File: src/sv/tet_pkg.sv
// ----------------------------------------------------------------------------
// tet_pkg
// Types and constants shared by the touch event translator.
// ----------------------------------------------------------------------------
package tet_pkg;

  localparam int Pads     = 2;
  localparam int PadIdxW  = (Pads > 1) ? $clog2(Pads) : 1;
  localparam int MaxRec   = 3;
  localparam int BackBit  = 3;

  localparam logic signed [17:0] ScrollMax  = 18'sd65536;
  localparam logic signed [17:0] ScrollMin  = -18'sd65536;
  localparam logic        [16:0] StepBias   = 17'd16383;

  typedef enum logic [1:0] {
    ReqTouch  = 2'd0,
    ReqButton = 2'd1,
    ReqScroll = 2'd2,
    ReqBad    = 2'd3
  } req_e;

  typedef enum logic [2:0] {
    KindPos    = 3'd0,
    KindTouch  = 3'd1,
    KindBack   = 3'd2,
    KindLift   = 3'd3,
    KindHwheel = 3'd4,
    KindWheel  = 3'd5,
    KindSync   = 3'd6,
    KindNone   = 3'd7
  } kind_e;

  typedef enum logic [1:0] {
    StOk       = 2'd0,
    StInvalid  = 2'd1,
    StUnsup    = 2'd2,
    StDetached = 2'd3
  } status_e;

  // per-pad state entry
  typedef struct packed {
    logic [1:0]  hist;
    logic [15:0] x;
    logic [15:0] y;
    logic        known;
    logic [7:0]  btn;
  } entry_t;

  // one output word
  typedef struct packed {
    kind_e              kind;
    logic signed [3:0]  value;
    logic        [15:0] x;
    logic        [15:0] y;
    status_e            status;
    logic               last;
  } rec_t;

  localparam rec_t RecNone = '{kind: KindNone, value: 4'sd0, x: 16'd0, y: 16'd0,
                               status: StOk, last: 1'b0};

endpackage

File: src/sv/touch_event_translator.sv
// ----------------------------------------------------------------------------
// touch_event_translator
// Turns touch, button and scroll requests for virtual touchpads into
// multi-touch event words.
// ----------------------------------------------------------------------------
// The pad state of a request is read from the state RAM on the edge that
// accepts it. The registered request is then decoded; once the output buffer
// is free any state update is written back and its one to three event words
// are loaded there, sending one word per cycle on the single-word output port
// while out_stall_i is low; requests yielding one word each then run at one
// per cycle. The first word is presented once the request is in the output
// buffer. Writes to the pad just read are forwarded, so back-to-back requests
// to the same pad see the latest state. The last word of each request carries
// the status. After reset all pads read as zero.
module touch_event_translator (
  input  logic               clk_i,
  input  logic               rst_ni,

  input  logic               cfg_we_i,
  input  logic               cfg_wdata_i,

  input  logic               in_valid_i,
  output logic               in_stall_o,
  input  logic [1:0]         req_type_i,
  input  logic [3:0]         pad_i,
  input  logic signed [17:0] coord_x_i,
  input  logic signed [17:0] coord_y_i,
  input  logic signed [15:0] pressure_i,
  input  logic [7:0]         buttons_i,

  output logic               out_valid_o,
  input  logic               out_stall_i,
  output logic [2:0]         ev_kind_o,
  output logic signed [3:0]  ev_value_o,
  output logic [15:0]        pos_x_o,
  output logic [15:0]        pos_y_o,
  output logic [3:0]         out_pad_o,
  output logic [1:0]         status_o,
  output logic               last_o
);

  localparam int IdxW = tet_pkg::PadIdxW;

  logic                    attached_q;

  logic                    s1_valid_q;
  logic [1:0]              type_q;
  logic [3:0]              pad_q;
  logic signed [17:0]      x_q;
  logic signed [17:0]      y_q;
  logic signed [15:0]      pr_q;
  logic [7:0]              btn_q;

  tet_pkg::entry_t         mem_q [tet_pkg::Pads];
  logic [tet_pkg::Pads-1:0] vld_q;
  tet_pkg::entry_t         rd_q;
  logic                    rd_vld_q;

  tet_pkg::rec_t [tet_pkg::MaxRec-1:0] rec_q;
  logic [1:0]              rem_q;
  logic [3:0]              out_pad_q;

  logic                    accept;
  logic                    pop;
  logic                    buf_free;
  logic                    commit;
  logic                    we;
  logic                    we_eff;
  logic [IdxW-1:0]         wr_idx;
  logic [IdxW-1:0]         rd_idx;
  logic                    fwd_hit;
  tet_pkg::entry_t         st;
  tet_pkg::entry_t         wdata;
  tet_pkg::rec_t [tet_pkg::MaxRec-1:0] rec_d;
  logic [1:0]              n_d;

  assign pop        = out_valid_o && !out_stall_i;
  assign buf_free   = (rem_q == 2'd0) || ((rem_q == 2'd1) && !out_stall_i);
  assign commit     = s1_valid_q && buf_free;
  assign in_stall_o = s1_valid_q && !buf_free;
  assign accept     = in_valid_i && !in_stall_o;

  assign wr_idx  = pad_q[IdxW-1:0];
  assign rd_idx  = pad_i[IdxW-1:0];
  assign we_eff  = commit && we;
  assign fwd_hit = we_eff && (wr_idx == rd_idx);
  assign st      = rd_vld_q ? rd_q : '0;

  // decode and event generation
  always_comb begin
    logic              inv_req;
    logic [1:0]        h;
    logic              moved;
    logic [7:0]        chg;
    logic [17:0]       ax;
    logic [17:0]       ay;
    logic [16:0]       sumx;
    logic [16:0]       sumy;
    logic [2:0]        sx;
    logic [2:0]        sy;
    logic signed [3:0] vx;
    logic signed [3:0] vy;
    tet_pkg::status_e  stat;

    rec_d   = {tet_pkg::MaxRec{tet_pkg::RecNone}};
    n_d     = 2'd0;
    stat    = tet_pkg::StOk;
    we      = 1'b0;
    wdata   = st;
    inv_req = ({1'b0, pad_q} >= 5'(tet_pkg::Pads)) || (type_q == tet_pkg::ReqBad);
    h       = {st.hist[0], !pr_q[15] && (pr_q != 16'sd0)};
    moved   = !st.known || (st.x != x_q[15:0]) || (st.y != y_q[15:0]);
    chg     = st.btn ^ btn_q;
    ax      = x_q[17] ? 18'(-x_q) : 18'(x_q);
    ay      = y_q[17] ? 18'(-y_q) : 18'(y_q);
    sumx    = ax[16:0] + tet_pkg::StepBias;
    sumy    = ay[16:0] + tet_pkg::StepBias;
    sx      = sumx[16:14];
    sy      = sumy[16:14];
    vx      = x_q[17] ? -$signed({1'b0, sx}) : $signed({1'b0, sx});
    vy      = y_q[17] ? -$signed({1'b0, sy}) : $signed({1'b0, sy});

    if (inv_req) begin
      stat = tet_pkg::StInvalid;
    end else begin
      case (type_q)
        tet_pkg::ReqTouch: begin
          if ((x_q[17:16] != 2'b00) || (y_q[17:16] != 2'b00)) begin
            stat = tet_pkg::StInvalid;
          end else begin
            we         = 1'b1;
            wdata.hist = h;
            if (!attached_q) begin
              stat = tet_pkg::StDetached;
            end else begin
              wdata.x     = x_q[15:0];
              wdata.y     = y_q[15:0];
              wdata.known = 1'b1;
              if (h == 2'b01) begin
                rec_d[0].kind  = tet_pkg::KindPos;
                rec_d[0].x     = x_q[15:0];
                rec_d[0].y     = y_q[15:0];
                rec_d[1].kind  = tet_pkg::KindTouch;
                rec_d[1].value = 4'sd1;
                rec_d[2].kind  = tet_pkg::KindSync;
                n_d            = 2'd3;
              end else if (h == 2'b10) begin
                rec_d[0].kind = tet_pkg::KindTouch;
                rec_d[1].kind = tet_pkg::KindLift;
                rec_d[2].kind = tet_pkg::KindSync;
                n_d           = 2'd3;
              end else if (moved) begin
                rec_d[0].kind = tet_pkg::KindPos;
                rec_d[0].x    = x_q[15:0];
                rec_d[0].y    = y_q[15:0];
                rec_d[1].kind = tet_pkg::KindSync;
                n_d           = 2'd2;
              end
            end
          end
        end
        tet_pkg::ReqButton: begin
          if (chg == 8'd0) begin
            stat = tet_pkg::StOk;
          end else if ((btn_q & ~(8'd1 << tet_pkg::BackBit)) != 8'd0) begin
            stat = tet_pkg::StUnsup;
          end else if (!attached_q) begin
            stat = tet_pkg::StDetached;
          end else begin
            we        = 1'b1;
            wdata.btn = btn_q;
            if (chg[tet_pkg::BackBit]) begin
              rec_d[0].kind  = tet_pkg::KindBack;
              rec_d[0].value = btn_q[tet_pkg::BackBit] ? 4'sd1 : 4'sd0;
              rec_d[1].kind  = tet_pkg::KindSync;
              n_d            = 2'd2;
            end
          end
        end
        tet_pkg::ReqScroll: begin
          if ((x_q < tet_pkg::ScrollMin) || (x_q > tet_pkg::ScrollMax) ||
              (y_q < tet_pkg::ScrollMin) || (y_q > tet_pkg::ScrollMax)) begin
            stat = tet_pkg::StInvalid;
          end else if (!attached_q) begin
            stat = tet_pkg::StDetached;
          end else if ((sx != 3'd0) && (sy != 3'd0)) begin
            rec_d[0].kind  = tet_pkg::KindHwheel;
            rec_d[0].value = vx;
            rec_d[1].kind  = tet_pkg::KindWheel;
            rec_d[1].value = vy;
            rec_d[2].kind  = tet_pkg::KindSync;
            n_d            = 2'd3;
          end else if (sx != 3'd0) begin
            rec_d[0].kind  = tet_pkg::KindHwheel;
            rec_d[0].value = vx;
            rec_d[1].kind  = tet_pkg::KindSync;
            n_d            = 2'd2;
          end else if (sy != 3'd0) begin
            rec_d[0].kind  = tet_pkg::KindWheel;
            rec_d[0].value = vy;
            rec_d[1].kind  = tet_pkg::KindSync;
            n_d            = 2'd2;
          end
        end
        default: begin
          stat = tet_pkg::StInvalid;
        end
      endcase
    end

    if (n_d == 2'd0) begin
      n_d = 2'd1;
    end
    for (int i = 0; i < tet_pkg::MaxRec; i++) begin
      if (2'(i) == (n_d - 2'd1)) begin
        rec_d[i].status = stat;
        rec_d[i].last   = 1'b1;
      end
    end
  end

  always_ff @(posedge clk_i or negedge rst_ni) begin
    if (!rst_ni) begin
      attached_q <= 1'b0;
    end else if (cfg_we_i) begin
      attached_q <= cfg_wdata_i;
    end
  end

  // request stage
  always_ff @(posedge clk_i or negedge rst_ni) begin
    if (!rst_ni) begin
      s1_valid_q <= 1'b0;
    end else if (accept) begin
      s1_valid_q <= 1'b1;
    end else if (commit) begin
      s1_valid_q <= 1'b0;
    end
  end

  always_ff @(posedge clk_i) begin
    if (accept) begin
      type_q <= req_type_i;
      pad_q  <= pad_i;
      x_q    <= coord_x_i;
      y_q    <= coord_y_i;
      pr_q   <= pressure_i;
      btn_q  <= buttons_i;
    end
  end

  // state RAM, read with forwarding of the write on the same edge
  always_ff @(posedge clk_i) begin
    if (we_eff) begin
      mem_q[wr_idx] <= wdata;
    end
    if (accept) begin
      rd_q <= fwd_hit ? wdata : mem_q[rd_idx];
    end
  end

  always_ff @(posedge clk_i or negedge rst_ni) begin
    if (!rst_ni) begin
      vld_q    <= '0;
      rd_vld_q <= 1'b0;
    end else begin
      if (we_eff) begin
        vld_q[wr_idx] <= 1'b1;
      end
      if (accept) begin
        rd_vld_q <= fwd_hit || vld_q[rd_idx];
      end
    end
  end

  // output buffer
  always_ff @(posedge clk_i or negedge rst_ni) begin
    if (!rst_ni) begin
      rem_q <= 2'd0;
    end else if (commit) begin
      rem_q <= n_d;
    end else if (pop) begin
      rem_q <= rem_q - 2'd1;
    end
  end

  always_ff @(posedge clk_i) begin
    if (commit) begin
      rec_q     <= rec_d;
      out_pad_q <= pad_q;
    end else if (pop) begin
      rec_q[0] <= rec_q[1];
      rec_q[1] <= rec_q[2];
    end
  end

  assign out_valid_o = (rem_q != 2'd0);
  assign ev_kind_o   = rec_q[0].kind;
  assign ev_value_o  = rec_q[0].value;
  assign pos_x_o     = rec_q[0].x;
  assign pos_y_o     = rec_q[0].y;
  assign out_pad_o   = out_pad_q;
  assign status_o    = rec_q[0].status;
  assign last_o      = rec_q[0].last;

`ifndef ASSERT_OFF
  a_more_words: assert property (@(posedge clk_i) disable iff (!rst_ni)
    out_valid_o && !out_stall_i && !last_o |=> out_valid_o)
    else $error("word stream of a request broken before last");

  a_status_last: assert property (@(posedge clk_i) disable iff (!rst_ni)
    out_valid_o && !last_o |-> status_o == tet_pkg::StOk)
    else $error("status on a non-final word");

  a_write_range: assert property (@(posedge clk_i) disable iff (!rst_ni)
    we_eff |-> ({1'b0, pad_q} < 5'(tet_pkg::Pads)))
    else $error("state write for an invalid pad");

  a_stall_busy: assert property (@(posedge clk_i) disable iff (!rst_ni)
    in_stall_o |-> s1_valid_q && out_valid_o)
    else $error("input stalled with no pending work");
`endif

endmodule
File: config.mk
export PLATFORM = sky130hd
export DESIGN_NAME = touch_event_translator
export DESIGN_NICKNAME = d
export VERILOG_FILES = /design/src/sv/tet_pkg.sv /design/src/sv/touch_event_translator.sv
export SDC_FILE = /design/constraint.sdc
export NUM_CORES = 1
export LEC_CHECK = 0
export BUFFER_PORTS_ARGS = -buffer_cell sky130_fd_sc_hd__buf_2
export CAP_MARGIN = 30
export CORE_MARGIN = 3
export CORE_UTILIZATION = 30
export CTS_BUF_LIST = sky130_fd_sc_hd__clkbuf_16
export CTS_CLUSTER_SIZE = 10
export DETAILED_ROUTE_END_ITERATION = 7
export SETUP_SLACK_MARGIN = 0.15
export SLEW_MARGIN = 0
export SYNTH_ARGS = -nofsm -noshare
export SYNTH_HDL_FRONTEND = slang
export SYNTH_SLANG_ARGS = --single-unit
File: constraint.sdc
create_clock -name clk_i -period 4.5 [get_ports clk_i]
set_input_delay 0.45 -clock clk_i [delete_from_list [all_inputs] [get_ports clk_i]]
set_output_delay 0.45 -clock clk_i [all_outputs]
set_load 0.05 [all_outputs]
==> qor.yml <==
global_routing:
  antenna_found_initial: 2
  grt.overflow.total: 0
  grt_pass1_wl_um: 52630
  grt_pass1_vias: 9182
  gr-usage-all-layers_pct: 14.24
  grt_max_degree: 86
place:
  place_congestion: 0.8754
  dp_hpwl_um: 23500
  placedCellCount: 1765
  io_buffers: 119
  pre_cts_ws_ns: 0.09921
setup_path:
  arrival_ns: 4.58
  crit_fanout: 7
  cp-start-kind: "flop"
  cp-end-kind: "flop"
  slowest_stage: "or4_4"
  worstPathRequired_ns: 4.92
  cpPeakStageDelay_ns: 0.58
  path_cells: "buf_4 > or4_4 > nor4_2 > mux2_2 > a22oi_2 > nand3_2 > nor2_1 > nor2_1 > xor2_1 > ha_1 > ha_2 > inv_2 > nand2b_1 > buf_4 > o32a_1 > nor3b_2 > nor2b_2"
  critPathKind: "reg -> reg"
timing:
  worstMarginPinSlew_ns: 0.8743
  finalCritPeriodShare_pct: 92.57
  rsz0062_at_grt: "false"
  slew_violations: 0
  finClkSkew_ns: 0.01339
  slew_headroom_pct: 41.59
  fin_hold_ws_ns: 0.06383
  timing.final.ws_setup_ns: 0.3344
  setup_viol: 0
  finalHoldViolCount: 0
  max_freq_mhz: 240.1
  setup_tns_ns: 0
  period_minus_slack_ns: 4.166
synthesis:
  synth_area_um2: 13060
  synth_nets: 1214
  ys_ff_latch: 259
  synth_cells: 1124
  ys_warn_count: 0
  avgSynthCellArea_um2: 11.61
  synthArstFlopShare_pct: 2.703
  synth_edf_count: 252
  ys_dominant_reg_cell: "edfxtp_1"
  yosysSeqAreaShare_pct: 59.31
  ys_types: 83
detailed_routing:
  wl_um: 33670
  drc: 0
  viasPerCell: 5.062
  wire_per_inst_um: 18.48
  dr_total_vias: 9223
  drt_iter0_markers: 681
  first_pass_iters: 5
  antenna_left: 0
die:
  die_h_um: 214.6
  ioPinCount: 120
  start_util_pct: 30.71
  die_x_um: 214.6
  core_area_um2: 42510
  dieArea_um2: 46060
  core.rowCount: 75
pwr:
  powerDensity_nw_per_um2: 574.0
  vdd_ir_drop_max_mv: 0.3065
  p_leak_nw: 5.501
  power.total_w: 0.008752
finish:
  layoutNonFillerInstCount: 1822
  syn_to_final_growth_pct: 16.80
  drive_gt1_share_pct: 21.61
  diodes: 0
  fillers: 4102
  nNetsFinal: 1320
clocking:
  htreeDepth: 1
  clock_sinks: 259
  cts-root-buf: "clkbuf_16"
  clockBufferDepth: 3
  cts_tree: "built"
  clock_latency_ns: 0.56
  numCtsBuffers: 30
  clk_pin_slew_ns: 0.06
job:
  maxCapViolCount: 0
outcome:
  status: "finished, final reports clean"
min_path:
  hp-class: "in -> reg"
==> logic make-up (layout without fill, tap and decap cells) <==
logic type | Yosys count | after routing | synth area share (%)
multiplexers | 48 | 48 | 3.699
AO/OA/AOI/OAI | 219 | 219 | 11.10
AND/OR/NAND/NOR | 403 | 403 | 16.39
adder cells (fa/ha/maj) | 18 | 18 | 1.725
XOR/XNOR | 32 | 32 | 2.262
buffers and inverters | 145 | 266 | 5.520
flip-flops | 259 | 259 | 59.31
==> worst max-delay path, delay by kind of cell (launching register included) <==
| family | cells | cell delay [ns] |
|---|---|---|
| compound gates | 2 | 0.64 |
| xor+xnor | 1 | 0.16 |
| fa+ha+maj | 2 | 0.42 |
| buf+inv | 3 | 0.40 |
| flops | 1 | 0.42 |
| mux | 1 | 0.39 |
| simple gates | 8 | 1.60 |
==> per-layer routing <==
metal,track usage (%),part of all wire [%],up-vias
met5,0,0.056,-
met4,5.145,2.9,4
met3,2.182,6.3,78
met2,24.23,48,294
met1,18.46,43,4495
li1,-,-,4352
==> where the power goes <==
group | switching (W) | internal [W] | total, W
combinational | 0.00205 | 0.000891 | 0.00295
clock | 0.000908 | 0.00121 | 0.00212
sequential | 0.000345 | 0.00334 | 0.00369
==> flip-flops by register name, summed over array words and instances (netlist names), 3 cells and up <==
register    cells
btn_q           8
ev_kind_o       3
ev_value_o      4
mem_q          84
out_pad_o       4
pad_q           4
pos_x_o        16
pos_y_o        16
pr_q           16
rd_q           42
rec_q          14
x_q            18
y_q            18
==> path summary, 6_finish.rpt <==
path / start / slack [ns] / end / depth (start not counted)
max in group asynchronous: rst_ni / 4.04 / rd_vld_q$_DFFE_PN0P_ / 2
setup reg to reg: x_q[1]$_DFFE_PP_ / 0.33 / rec_q[86]$_SDFFCE_PN0P_ / 17
hold reg to reg: vld_q[1]$_DFFE_PN0P_ / 0.47 / vld_q[1]$_DFFE_PN0P_ / 1
min in group asynchronous: rst_ni / 0.28 / attached_q$_DFFE_PN0P_ / 2
setup / recovery: x_q[1]$_DFFE_PP_ / 0.33 / rec_q[86]$_SDFFCE_PN0P_ / 17
hold / removal: coord_y_i[11] / 0.06 / y_q[11]$_DFFE_PP_ / 1
==> per-stage QoR <==
step	instance area, um2	util (%)
floorplan	13060	-
global placement	14210	33.42
detailed placement	14240	33.50
finish	15250	35.87
CTS	15120	35.57
global route	15250	35.87
==> placed cells by master, fill, tap and decap left out, types with 6 or more instances in the layout <==
master and count:
nor2_1 54, nand2b_1 14, a22oi_1 13, buf_2 119
and2_1 36, o21ai_0 102, or3_1 7, nand3b_1 13
nand2_1 127, inv_1 43, nor3_1 17, o22ai_1 6
edfxtp_1 252, xnor2_1 17, dfrtp_1 6, a21oi_1 21
clkbuf_16 31, ha_1 15, nor4_1 21, o31ai_1 8
buf_4 59, mux2i_1 46, nor2b_1 7, xor2_1 11
nand3_1 44, nand4_1 11
==> area by class of cell <==
cell class	instances	area, um2	share of cell area (%)
Inverter	37	138.9	0.9108
Clock buffer	31	775.7	5.087
Tap cell	577	721.9	4.735
Timing Repair Buffer	182	1104	7.237
Multi-Input combinational cell	720	4702	30.84
Sequential cell	259	7744	50.78
Clock inverter	16	62.56	0.4103
==> synthesized netlist by cell type, drive strengths merged, types with 21 or more instances <==
library cell    n  area share [%]
xnor2          21             1.5
clkbuf         56             1.6
o21ai         103             3.9
mux2i          46             3.5
nand3          45             1.7
inv            35             1.0
nor4           25             1.4
nor2           54             1.6
and2           39             1.9
buf            52             2.8
edfxtp        252              58
nand2         129             3.7
a21oi          23            0.94
==> timing repair <==
action                                  in CTS  in global routing
pin swaps                                    0                  9
endpoints found under the hold margin        7                  0
buffers inserted                             4                  5
endpoints found under the setup margin       6                 18
resized for setup                            0                 21
hold buffers                                 1                  0
(Power assumes the default switching activity.)
